### config.mk
export PLATFORM = sky130hd
export DESIGN_NAME = reliable_id_replay_window_core_flat
export DESIGN_NICKNAME = d
export VERILOG_FILES = /design/src/sv/rirw_pkg.sv /design/src/sv/rirw_if.sv /design/src/sv/rirw_cell.sv /design/src/sv/rirw_ctrl.sv /design/src/sv/reliable_id_replay_window_core.sv /design/src/flat_wrapper.sv
export SDC_FILE = /design/constraint.sdc
export NUM_CORES = 1
export LEC_CHECK = 0
export BUFFER_PORTS_ARGS = -buffer_cell sky130_fd_sc_hd__buf_2
export CAP_MARGIN = 20
export CELL_PAD_IN_SITES_DETAIL_PLACEMENT = 1
export CELL_PAD_IN_SITES_GLOBAL_PLACEMENT = 1
export CORE_MARGIN = 3
export CORE_UTILIZATION = 48
export DETAILED_ROUTE_END_ITERATION = 10
export GPL_TIMING_DRIVEN = 0
export PLACE_DENSITY_LB_ADDON = 0.1
export SLEW_MARGIN = 20
export SYNTH_ARGS = -nofsm -noshare
export SYNTH_HDL_FRONTEND = slang
export SYNTH_SLANG_ARGS = --single-unit
### constraint.sdc
create_clock -name clk -period 4.7 [get_ports clk]
set_input_delay 0.47 -clock clk [delete_from_list [all_inputs] [get_ports clk]]
set_output_delay 0.47 -clock clk [all_outputs]
set_load 0.005 [all_outputs]
### src/sv/rirw_pkg.sv
package rirw_pkg;

  // Result codes
  typedef enum logic [2:0] {
    VERD_AHEAD  = 3'd0,
    VERD_NEW_IN = 3'd1,
    VERD_DUP    = 3'd2,
    VERD_OLD    = 3'd3,
    VERD_UNREL  = 3'd4
  } rirw_verdict_t;

  // Controller states
  typedef enum logic [1:0] {
    ST_IDLE,
    ST_EVAL,
    ST_SHIFT
  } rirw_state_t;

  // Control shared by every cell of the bitmap row
  typedef struct packed {
    logic shift;  // take the neighbor's bit
    logic clear;  // drop the bit
  } rirw_cell_ctl_t;

endpackage

### src/sv/rirw_if.sv
interface rirw_in_if;
  logic        valid;
  logic        ready;
  logic [15:0] msg_id;
  logic        is_reliable;

  modport source (output valid, output msg_id, output is_reliable, input ready);
  modport sink   (input valid, input msg_id, input is_reliable, output ready);
endinterface

interface rirw_out_if;
  logic       valid;
  logic       ready;
  logic       accept;
  logic [2:0] verdict;

  modport source (output valid, output accept, output verdict, input ready);
  modport sink   (input valid, input accept, input verdict, output ready);
endinterface

### src/sv/rirw_cell.sv
module rirw_cell (
  input  logic                    clk,
  input  logic                    rst_n,
  input  rirw_pkg::rirw_cell_ctl_t ctl,
  input  logic                    mark,
  input  logic                    prev_bit,
  output logic                    seen
);
  import rirw_pkg::*;

  logic seen_r;
  logic seen_nxt;

  // clear or shift first, then set the mark on top
  always_comb begin
    if (ctl.clear) begin
      seen_nxt = 1'b0;
    end else if (ctl.shift) begin
      seen_nxt = prev_bit;
    end else begin
      seen_nxt = seen_r;
    end
    seen_nxt = seen_nxt | mark;
  end

  always_ff @(posedge clk) begin
    if (!rst_n) begin
      seen_r <= 1'b0;
    end else begin
      seen_r <= seen_nxt;
    end
  end

  assign seen = seen_r;

endmodule

### src/sv/rirw_ctrl.sv
module rirw_ctrl #(
  parameter int WINDOW = 32
) (
  input  logic                     clk,
  input  logic                     rst_n,
  input  logic                     in_valid,
  output logic                     in_ready,
  input  logic [15:0]              in_msg_id,
  input  logic                     in_is_reliable,
  output logic                     out_valid,
  input  logic                     out_ready,
  output logic                     out_accept,
  output logic [2:0]               out_verdict,
  input  logic [WINDOW-1:0]        bitmap,
  output rirw_pkg::rirw_cell_ctl_t cell_ctl,
  output logic [WINDOW-1:0]        mark
);
  import rirw_pkg::*;

  localparam int          IW      = $clog2(WINDOW);
  localparam logic [15:0] WIN16   = 16'(WINDOW);
  localparam logic [15:0] OLD_LIM = 16'(32767 + WINDOW - 1);

  rirw_state_t   state_r, state_nxt;
  logic [15:0]   id_r, id_nxt;
  logic          rel_r, rel_nxt;
  logic [15:0]   highest_r, highest_nxt;
  logic [IW-1:0] cnt_r, cnt_nxt;
  logic          out_valid_r, out_valid_nxt;
  logic          out_accept_r, out_accept_nxt;
  rirw_verdict_t out_verdict_r, out_verdict_nxt;

  logic [15:0]   dist_back;
  logic [15:0]   dist_ahead;
  logic [IW-1:0] e_idx;
  logic          in_win;
  logic          too_old;
  logic          hit;
  logic          slot_free;

  // serial-number classification of the held word
  always_comb begin
    dist_back  = highest_r - id_r;
    dist_ahead = id_r - highest_r;
    e_idx      = dist_back[IW-1:0];
    in_win     = dist_back < WIN16;
    too_old    = !in_win && (dist_back <= OLD_LIM);
    hit        = bitmap[e_idx];
    slot_free  = !out_valid_r || out_ready;
  end

  // next state, cell control and result
  always_comb begin
    state_nxt       = state_r;
    id_nxt          = id_r;
    rel_nxt         = rel_r;
    highest_nxt     = highest_r;
    cnt_nxt         = cnt_r;
    out_valid_nxt   = out_valid_r && !out_ready;
    out_accept_nxt  = out_accept_r;
    out_verdict_nxt = out_verdict_r;
    cell_ctl        = '0;
    mark            = '0;
    in_ready        = 1'b0;

    case (state_r)
      ST_IDLE: begin
        in_ready = 1'b1;
        if (in_valid) begin
          id_nxt    = in_msg_id;
          rel_nxt   = in_is_reliable;
          state_nxt = ST_EVAL;
        end
      end

      ST_EVAL: begin
        if (slot_free) begin
          state_nxt     = ST_IDLE;
          out_valid_nxt = 1'b1;
          if (!rel_r) begin
            out_accept_nxt  = 1'b1;
            out_verdict_nxt = VERD_UNREL;
          end else if (in_win) begin
            if (hit) begin
              out_accept_nxt  = 1'b0;
              out_verdict_nxt = VERD_DUP;
            end else begin
              mark[e_idx]     = 1'b1;
              out_accept_nxt  = 1'b1;
              out_verdict_nxt = VERD_NEW_IN;
            end
          end else if (too_old) begin
            out_accept_nxt  = 1'b0;
            out_verdict_nxt = VERD_OLD;
          end else begin
            highest_nxt = id_r;
            if (dist_ahead >= WIN16) begin
              // window jumps past every slot
              cell_ctl.clear  = 1'b1;
              mark[0]         = 1'b1;
              out_accept_nxt  = 1'b1;
              out_verdict_nxt = VERD_AHEAD;
            end else begin
              // short advance: walk the row one slot a cycle
              out_valid_nxt = out_valid_r && !out_ready;
              cnt_nxt       = dist_ahead[IW-1:0];
              state_nxt     = ST_SHIFT;
            end
          end
        end
      end

      ST_SHIFT: begin
        cell_ctl.shift = 1'b1;
        cnt_nxt        = cnt_r - IW'(1);
        if (cnt_r == IW'(1)) begin
          mark[0]         = 1'b1;
          out_valid_nxt   = 1'b1;
          out_accept_nxt  = 1'b1;
          out_verdict_nxt = VERD_AHEAD;
          state_nxt       = ST_IDLE;
        end
      end

      default: begin
        state_nxt = ST_IDLE;
      end
    endcase
  end

  always_ff @(posedge clk) begin
    if (!rst_n) begin
      state_r     <= ST_IDLE;
      highest_r   <= '0;
      cnt_r       <= '0;
      out_valid_r <= 1'b0;
    end else begin
      state_r     <= state_nxt;
      highest_r   <= highest_nxt;
      cnt_r       <= cnt_nxt;
      out_valid_r <= out_valid_nxt;
    end
  end

  // payload, no reset
  always_ff @(posedge clk) begin
    id_r          <= id_nxt;
    rel_r         <= rel_nxt;
    out_accept_r  <= out_accept_nxt;
    out_verdict_r <= out_verdict_nxt;
  end

  assign out_valid   = out_valid_r;
  assign out_accept  = out_accept_r;
  assign out_verdict = out_verdict_r;

endmodule

### src/sv/reliable_id_replay_window_core.sv
// Channel   Dir  Payload                       Handshake
// in_word   in   msg_id[15:0], is_reliable     valid/ready
// out_word  out  accept, verdict[2:0]          valid/ready
//
// One word at a time: unreliable, in-window, duplicate, too-old and far-ahead
// ids are evaluated directly; an id ahead by d < WINDOW also walks the
// bitmap row d slots, one slot per cycle, before its result.
// Synchronous active-low reset clears highest id, bitmap and output valid.
// A new word is taken while a result waits; evaluation holds until the
// output register is free.
module reliable_id_replay_window_core #(
  parameter int WINDOW = 32
) (
  input  logic              clk,
  input  logic              rst_n,
  rirw_in_if.sink           in_word,
  rirw_out_if.source        out_word
);
  import rirw_pkg::*;

  rirw_cell_ctl_t    cell_ctl;
  logic [WINDOW-1:0] mark;
  logic [WINDOW-1:0] bitmap;

  rirw_ctrl #(.WINDOW(WINDOW)) u_ctrl (
    .clk            (clk),
    .rst_n          (rst_n),
    .in_valid       (in_word.valid),
    .in_ready       (in_word.ready),
    .in_msg_id      (in_word.msg_id),
    .in_is_reliable (in_word.is_reliable),
    .out_valid      (out_word.valid),
    .out_ready      (out_word.ready),
    .out_accept     (out_word.accept),
    .out_verdict    (out_word.verdict),
    .bitmap         (bitmap),
    .cell_ctl       (cell_ctl),
    .mark           (mark)
  );

  // bitmap row: slot k marks id highest - k, shifts toward higher k
  for (genvar k = 0; k < WINDOW; k++) begin : g_cell
    logic prev_bit;
    if (k == 0) begin : g_head
      assign prev_bit = 1'b0;
    end else begin : g_body
      assign prev_bit = bitmap[k-1];
    end

    rirw_cell u_cell (
      .clk      (clk),
      .rst_n    (rst_n),
      .ctl      (cell_ctl),
      .mark     (mark[k]),
      .prev_bit (prev_bit),
      .seen     (bitmap[k])
    );
  end

endmodule

### src/flat_wrapper.sv
// flat-port wrapper written by rule: the top's interface ports become plain ports
module reliable_id_replay_window_core_flat import rirw_pkg::*;
#(
  parameter int WINDOW = 32
)
  (clk, rst_n, in_word_valid, in_word_msg_id, in_word_is_reliable, in_word_ready, out_word_valid, out_word_accept, out_word_verdict, out_word_ready);
  rirw_in_if in_word_i ();
  rirw_out_if out_word_i ();
  input  logic clk;
  input  logic rst_n;
  input wire logic [$bits(in_word_i.valid)-1:0] in_word_valid;
  input wire logic [$bits(in_word_i.msg_id)-1:0] in_word_msg_id;
  input wire logic [$bits(in_word_i.is_reliable)-1:0] in_word_is_reliable;
  output wire logic [$bits(in_word_i.ready)-1:0] in_word_ready;
  output wire logic [$bits(out_word_i.valid)-1:0] out_word_valid;
  output wire logic [$bits(out_word_i.accept)-1:0] out_word_accept;
  output wire logic [$bits(out_word_i.verdict)-1:0] out_word_verdict;
  input wire logic [$bits(out_word_i.ready)-1:0] out_word_ready;
  assign in_word_i.valid = in_word_valid;
  assign in_word_i.msg_id = in_word_msg_id;
  assign in_word_i.is_reliable = in_word_is_reliable;
  assign in_word_ready = in_word_i.ready;
  assign out_word_valid = out_word_i.valid;
  assign out_word_accept = out_word_i.accept;
  assign out_word_verdict = out_word_i.verdict;
  assign out_word_i.ready = out_word_ready;
  reliable_id_replay_window_core #(.WINDOW(WINDOW)) u_core (.clk(clk), .rst_n(rst_n), .in_word(in_word_i), .out_word(out_word_i));
endmodule
# --- Yosys cells after proc, flatten, opt, wreduce, memory -nomap -nowiden ---
# Cells that the tools add are included.
word_totals:
  in_bits: 21
  wordCells: 228
  output_inout_bits: 6
  reg_bits: 77
classes:
  n_eq_ne: 11
  muxes: 121
  n_lt_le_gt_ge: 5
  reduce_logical: 14
  bitwise_logic: 34
  n_addsub: 3
op_table:
  columns: ["op", "n"]
  rows:
  - ["32-bit 2-to-1 mux", 3]
  - ["1-bit 2-to-1 mux", 89]
  - ["31-bit 2-to-1 mux", 2]
  - ["1-bit bitwise OR", 32]
  - ["16-bit subtractor", 2]
  - ["5-bit 2-to-1 mux", 5]
  - ["3-bit 2-to-1 mux", 6]
  - ["16-bit by 6-bit greater-or-equal comparator with 1-bit output (second input constant)", 1]
  - ["16-bit less-or-equal comparator (second input constant)", 1]
  - ["16-bit by 6-bit less-than comparator with 1-bit output (second input constant)", 1]
  - ["2-bit 2-to-1 mux", 8]
  - ["2-bit inequality test (second input constant)", 7]
  - ["5-bit one-hot mux with 2 select lines", 1]
  - ["5-bit by 6-bit less-than comparator with 1-bit output (second input constant)", 1]
  - ["1-bit one-hot mux with 2 select lines", 3]
  - ["2-bit one-hot mux with 3 select lines", 1]
  - ["3-bit one-hot mux with 2 select lines", 1]
  - ["6-bit AND reduction", 1]
  - ["1-bit binary-select mux with 5-bit select", 1]
  - ["1-bit demux with 5-bit select", 1]
  - ["5-bit by 1-bit == test with 1-bit output (second input constant)", 1]
  - ["5-bit by 1-bit greater-or-equal comparator with 1-bit output (second input constant)", 1]
  - ["5-bit inequality test (second input constant)", 1]
  - ["5-bit AND reduction", 1]
  - ["other kinds (12)", 17]

# --- Longest topological paths before layout ---
depth:
  word_depth: 11
  ltp_mapped: 15

# --- By module ---
# Synthesis repeated with hierarchy kept, for this count alone.
hier_totals:
  cells_unflattened: 655
  area_unflattened_um2: 5501.5
modules_own_cells:
  columns: ["mod", "area_each_um2", "cells_per_inst", "seq_area_each_um2", "instances"]
  rows:
  - ["rirw_ctrl", 4056.4, 494, 1111.1, 1]
  - ["rirw_cell", 45.0, 5, 20.0, 32]
  - ["reliable_id_replay_window_core", 3.8, 1, 0.0, 1]

# --- Worst setup path after synthesis ---
# No wires, ideal clock.
synth_path:
  path_kind: "flip-flop to flip-flop"
  from: "register u_core.u_ctrl.highest_r[0]"
  to: "register u_core.u_ctrl.out_accept_r (netlist: u_core.u_ctrl.out_accept) (enable)"
  setup_slack_ns: 1.246
  stages_incl_launch_ff: 14
  t_arrival_ns: 3.107
  required_time_ns: 4.353
  path_buffers: 1
  path_cell_list: "dfxtp_1 inv_1 ha_1 inv_1 fa_1 a211oi_1 o21ai_1 a211oi_1 xor2_1 nand3_1 o41ai_4 buf_2 nor2_1 a31oi_1"
synth_between:
  elab_chain_len: 6
  elab_cells_between_ends: 9
  classes_between: "2 x add/sub; 3 x order compare; 1 x eq/ne; 3 x reduce/logical"
synth_rtl:
  columns: ["item", "line_no", "rtl"]
  rows:
  - ["start: declaration", "rirw_ctrl.sv:27", "logic [15:0] highest_r, highest_nxt;"]
  - ["start signal: assignment", "rirw_ctrl.sv:139", "highest_r <= highest_nxt;"]
  - ["16-bit subtractor", "rirw_ctrl.sv:43", "dist_back = highest_r - id_r;"]
  - ["16-bit by 6-bit less-than comparator with 1-bit output", "rirw_ctrl.sv:46", "in_win = dist_back < WIN16;"]
  - ["1-bit logical NOT", "rirw_ctrl.sv:47", "too_old = !in_win && (dist_back <= OLD_LIM);"]
  - ["1-bit logical AND", "rirw_ctrl.sv:47", null]
  - ["5-bit inequality test (no source line) *", null, null]
  - ["4-bit AND reduction (no source line) *", null, null]
  - ["end signal: assignment", "rirw_ctrl.sv:149", "out_accept_r <= out_accept_nxt;"]
  - ["end: declaration", "rirw_ctrl.sv:30", "logic out_accept_r, out_accept_nxt;"]
# Mark *: on every way between the ends. The rest lies on a longest branch, timed or not.
# A chain may end at the register's enable or synchronous reset.

# --- Final worst setup path ---
layout_path:
  from: "register u_core.u_ctrl.id_r[1]"
  to: "register u_core.g_cell[6].u_cell.seen_r"
layout_between:
  elab_chain_len: 11
  elab_cells_between_ends: 27
  classes_between: "2 x add/sub; 5 x order compare; 16 x mux; 1 x bitwise; 3 x reduce/logical"
layout_rtl:
  columns: ["item", "line_no", "rtl"]
  rows:
  - ["start: declaration", "rirw_ctrl.sv:25", "logic [15:0] id_r, id_nxt;"]
  - ["start signal: assignment", "rirw_ctrl.sv:147", "id_r <= id_nxt;"]
  - ["16-bit subtractor", "rirw_ctrl.sv:43", null]
  - ["16-bit by 6-bit less-than comparator with 1-bit output (tied with other cells)", "rirw_ctrl.sv:46", null]
  - ["1-bit logical NOT / 1-bit logical AND (equally long branches)", "rirw_ctrl.sv:47, rirw_ctrl.sv:88", null]
  - ["1-bit logical AND / 1-bit 2-to-1 mux (equally long branches)", "rirw_ctrl.sv:47, rirw_ctrl.sv:88", null]
  - ["1-bit 2-to-1 mux / 1-bit demux with 5-bit select (equally long branches)", "rirw_ctrl.sv:92, rirw_ctrl.sv:88", null]
  - ["1-bit 2-to-1 mux / 32-bit 2-to-1 mux (equally long branches)", "rirw_ctrl.sv:83, rirw_ctrl.sv:84", null]
  - ["1-bit 2-to-1 mux / 31-bit 2-to-1 mux (equally long branches)", "rirw_ctrl.sv:80, rirw_ctrl.sv:83", null]
  - ["1-bit 2-to-1 mux / 32-bit 2-to-1 mux (equally long branches)", "rirw_ctrl.sv:77, rirw_ctrl.sv:80", null]
  - ["1-bit 2-to-1 mux / 32-bit 2-to-1 mux (equally long branches)", "rirw_ctrl.sv:66, rirw_ctrl.sv:77", null]
  - ["1-bit 2-to-1 mux / 31-bit 2-to-1 mux (equally long branches)", "rirw_cell.sv:16, rirw_ctrl.sv:66", null]
  - ["1-bit bitwise OR *", "rirw_cell.sv:23", "seen_nxt = seen_nxt | mark;"]
  - ["end signal: assignment", "rirw_cell.sv:30", "seen_r <= seen_nxt;"]
  - ["end: declaration", "rirw_cell.sv:11", "logic seen_r;"]
# Mark *: on every way between the ends. The rest lies on a longest branch, timed or not. The select of a mux whose other input is x is not followed.

==> flow_metrics.py <==
metrics = {
    "outcome": {
        "status": "finished clean",
    },
    "place": {
        "dp_cells": 758,
        "dp_hpwl_mm": 11.6,
        "place_area_um2": 5640,
        "finalWeightedCongestion": 0.875,
        "port_buffers": 26,
        "dp_slack_ns": 0.407,
    },
    "detailed_routing": {
        "drc": 0,
        "dr.pass1.iters": 4,
        "ant_nets": 0,
        "drt-initial-drc-count": 284,
        "vias": 4781,
        "wl_per_cell_um": 19.9,
        "wirelength_mm": 15.4,
        "vias_per_cell": 6.18,
    },
    "sta": {
        "setup_viol": 0,
        "tns_ns": 0,
        "worstMarginPinSlew_ns": 0.904,
        "fin_ws_ns": 0.312,
        "fin_crit_sh": 0.934,
        "skew_ns": 0.0164,
        "final_hold_viol_count": 0,
        "relSlewSlack": 0.397,
        "maxSlewViolCount": 0,
        "rsz0062_at_grt": "false",
        "fmax_mhz": 228,
        "min_period_ns": 4.39,
    },
    "pwr": {
        "peakVddDrop_mv": 0.208,
        "p_per_area_nw_per_um2": 289,
        "seq_power_share": 0.420,
        "clockPowerShare": 0.359,
        "p_comb_frac": 0.221,
        "p_sw_w": 0.000530,
        "leakagePower_nw": 2.15,
        "intPower_w": 0.00117,
        "swShare": 0.312,
    },
    "synthesis": {
        "synth_edf_count": 21,
        "syn-num-nets": 654,
        "synthFlopType": "dfxtp_1",
        "ys_warn_count": 0,
        "yosysSeqAreaShare": 0.328,
        "syn_area_um2": 5340,
        "ys_ff_latch": 77,
        "synth_cell_types": 74,
        "postSynth.asyncResetShare": 0,
        "synthCells": 596,
        "syn_avg_cell_area_um2": 8.96,
    },
    "clock_network": {
        "clkTransAtPathRegs_ns": 0.09,
        "cts_buffers": 9,
        "cts_tree": "yes",
        "htreeDepth": 3,
        "ctsRootBufferMaster": "clkbuf_8",
        "cts_resized": 0,
        "cts_sinks": 77,
        "clock_path_buffers": 2,
        "clock_latency_ns": 0.38,
        "cts_hold_buf": 0,
        "post_cts_buffers": 0,
    },
    "setup_path": {
        "worst-endpoint-arrival_ns": 4.67,
        "rr_worst_depth": 11,
        "endpoint_kind": "register",
        "start_kind": "register",
        "crit_chain": "inv_1 > fa_1 > xor2_1 > clkbuf_1 > mux4_2 > nand2_1 > nand3_1 > a21boi_0 > o2111a_1 > nand4_1 > o22ai_1",
        "r2r_slack_ns": 0.31,
        "cp.required_ns": 4.98,
        "path_class": "reg -> reg",
        "cp_max_fo": 10,
        "slowest_delay_ns": 0.53,
        "critPathSlowestCell": "clkbuf_1",
    },
    "die": {
        "coreArea_um2": 10600,
        "die_h_um": 111,
        "die-area_um2": 12400,
        "start_util": 0.506,
        "num_rows": 37,
        "fp.dieW_um": 111,
        "ioPinCount": 27,
    },
    "min_path": {
        "hold_depth": 1,
        "hp-class": "in -> reg",
    },
    "finish": {
        "synthToLayoutAreaGrowth_pct": 10.1,
        "mostFrequentLayoutCell": "dfxtp_1",
        "nets": 691,
        "final_cell_area_um2": 5880,
        "instances_no_fill": 774,
        "drive_gt1_frac": 0.135,
        "final_cell_mix": "56 x dfxtp_1, 49 x a21oi_1, 47 x nor2_1",
        "fill_cells": 1279,
        "antenna_cells": 0,
    },
    "global_routing": {
        "grt_pass1_wl_mm": 25.6,
        "grt_overflow_total": 0,
        "grt_max_degree": 18,
        "grt_pass1_vias": 5015,
        "grtUsageTotal": 0.255,
        "antenna_found_initial": 0,
    },
    "run": {
        "cap_violations": 0,
    },
}
[synthesized netlist by cell type (all sizes together) (20+ instances only)]
master / count / area share
dfxtp: 56 / 0.21
nor2: 47 / 0.033
o22ai: 34 / 0.040
ha: 35 / 0.082
o21ai: 29 / 0.028
a21oi: 52 / 0.054
nand2: 33 / 0.023
edfxtp: 21 / 0.12
inv: 44 / 0.031
mux2i: 34 / 0.064
nand3: 20 / 0.019
nor3: 21 / 0.021
[flip-flops by register name, indices dropped and copies added, names as in the netlist]
register / count
u_core.u_ctrl.cnt_r: 5
u_core.u_ctrl.out_verdict: 3
u_core.u_ctrl.rel_r: 1
u_core.u_ctrl.highest_r: 16
u_core.u_ctrl.out_valid: 1
u_core.u_ctrl.state_r: 2
u_core.g_cell.u_cell.seen: 32
u_core.u_ctrl.id_r: 16
u_core.u_ctrl.out_accept: 1
[metal layers]
layer	vias to the layer above	wire (um)	GRT usage	share of wire
met3	26	583	0.0495	0.038
met1	2403	7290	0.340	0.47
met5	-	0	0	0
met2	96	7220	0.418	0.47
li1	2256	-	-	-
met4	0	285	0.0803	0.019
[stage by stage]
step,power [W],hold WS [ns],util
global route,0.00178,0.243,0.557
finish,0.00170,0.259,0.557
floorplan,0.000993,0.448,-
detailed placement,0.00110,0.493,0.534
CTS,0.00171,0.243,0.557
global placement,0.00109,0.457,0.534
[path summary, 6_finish.rpt]
check,startpoint,end
worst max-delay path,u_core.u_ctrl.id_r[1],u_core.g_cell[6].u_cell.seen
worst min-delay path,in_word_msg_id[8],u_core.u_ctrl.id_r[8]
worst max register to register,u_core.u_ctrl.id_r[1],u_core.g_cell[6].u_cell.seen
worst min register to register,u_core.u_ctrl.highest_r[15],u_core.u_ctrl.highest_r[15]
[final cells by class]
| cell class | count | area [um^2] | area share |
|---|---|---|---|
| Multi-Input combinational cell | 442 | 3230 | 0.549 |
| Sequential cell | 77 | 1750 | 0.298 |
| Buffer | 33 | 196 | 0.0334 |
| Tap cell | 136 | 170 | 0.0289 |
| Inverter | 44 | 165 | 0.0281 |
| Clock buffer | 10 | 149 | 0.0253 |
| Timing Repair Buffer | 26 | 130 | 0.0221 |
| Clock inverter | 6 | 90.1 | 0.0153 |
[power by group through the flow]
stage                     Combinational [W]  Clock (W)  Sequential, W
after detailed placement           0.000369          0       0.000728
after global placement             0.000359          0       0.000727
after global routing               0.000414   0.000655       0.000715
final                              0.000375   0.000610       0.000713
after CTS                          0.000373   0.000622       0.000713
after floorplan                    0.000269          0       0.000725
[cells by family after synthesis]
kind of cell             Yosys count  synth area share
AO/OA/AOI/OAI                    170             0.217
AND/OR/NAND/NOR                  170             0.163
buffers and inverters             77            0.0677
flip-flops                        77             0.328
multiplexers                      42            0.0974
adder cells (fa/ha/maj)           37            0.0895
XOR/XNOR                          23            0.0377
[critical path, delay by kind of cell (launching register included)]
family	cells	cell delay, ns
AO/OA/AOI/OAI	3	1.08
XOR/XNOR	1	0.52
adder cells (fa/ha/maj)	1	0.52
buffers and inverters	2	0.66
flip-flops	1	0.46
multiplexers	1	0.43
AND/OR/NAND/NOR	3	0.63
Note: power is estimated with default switching activity, not from simulation.
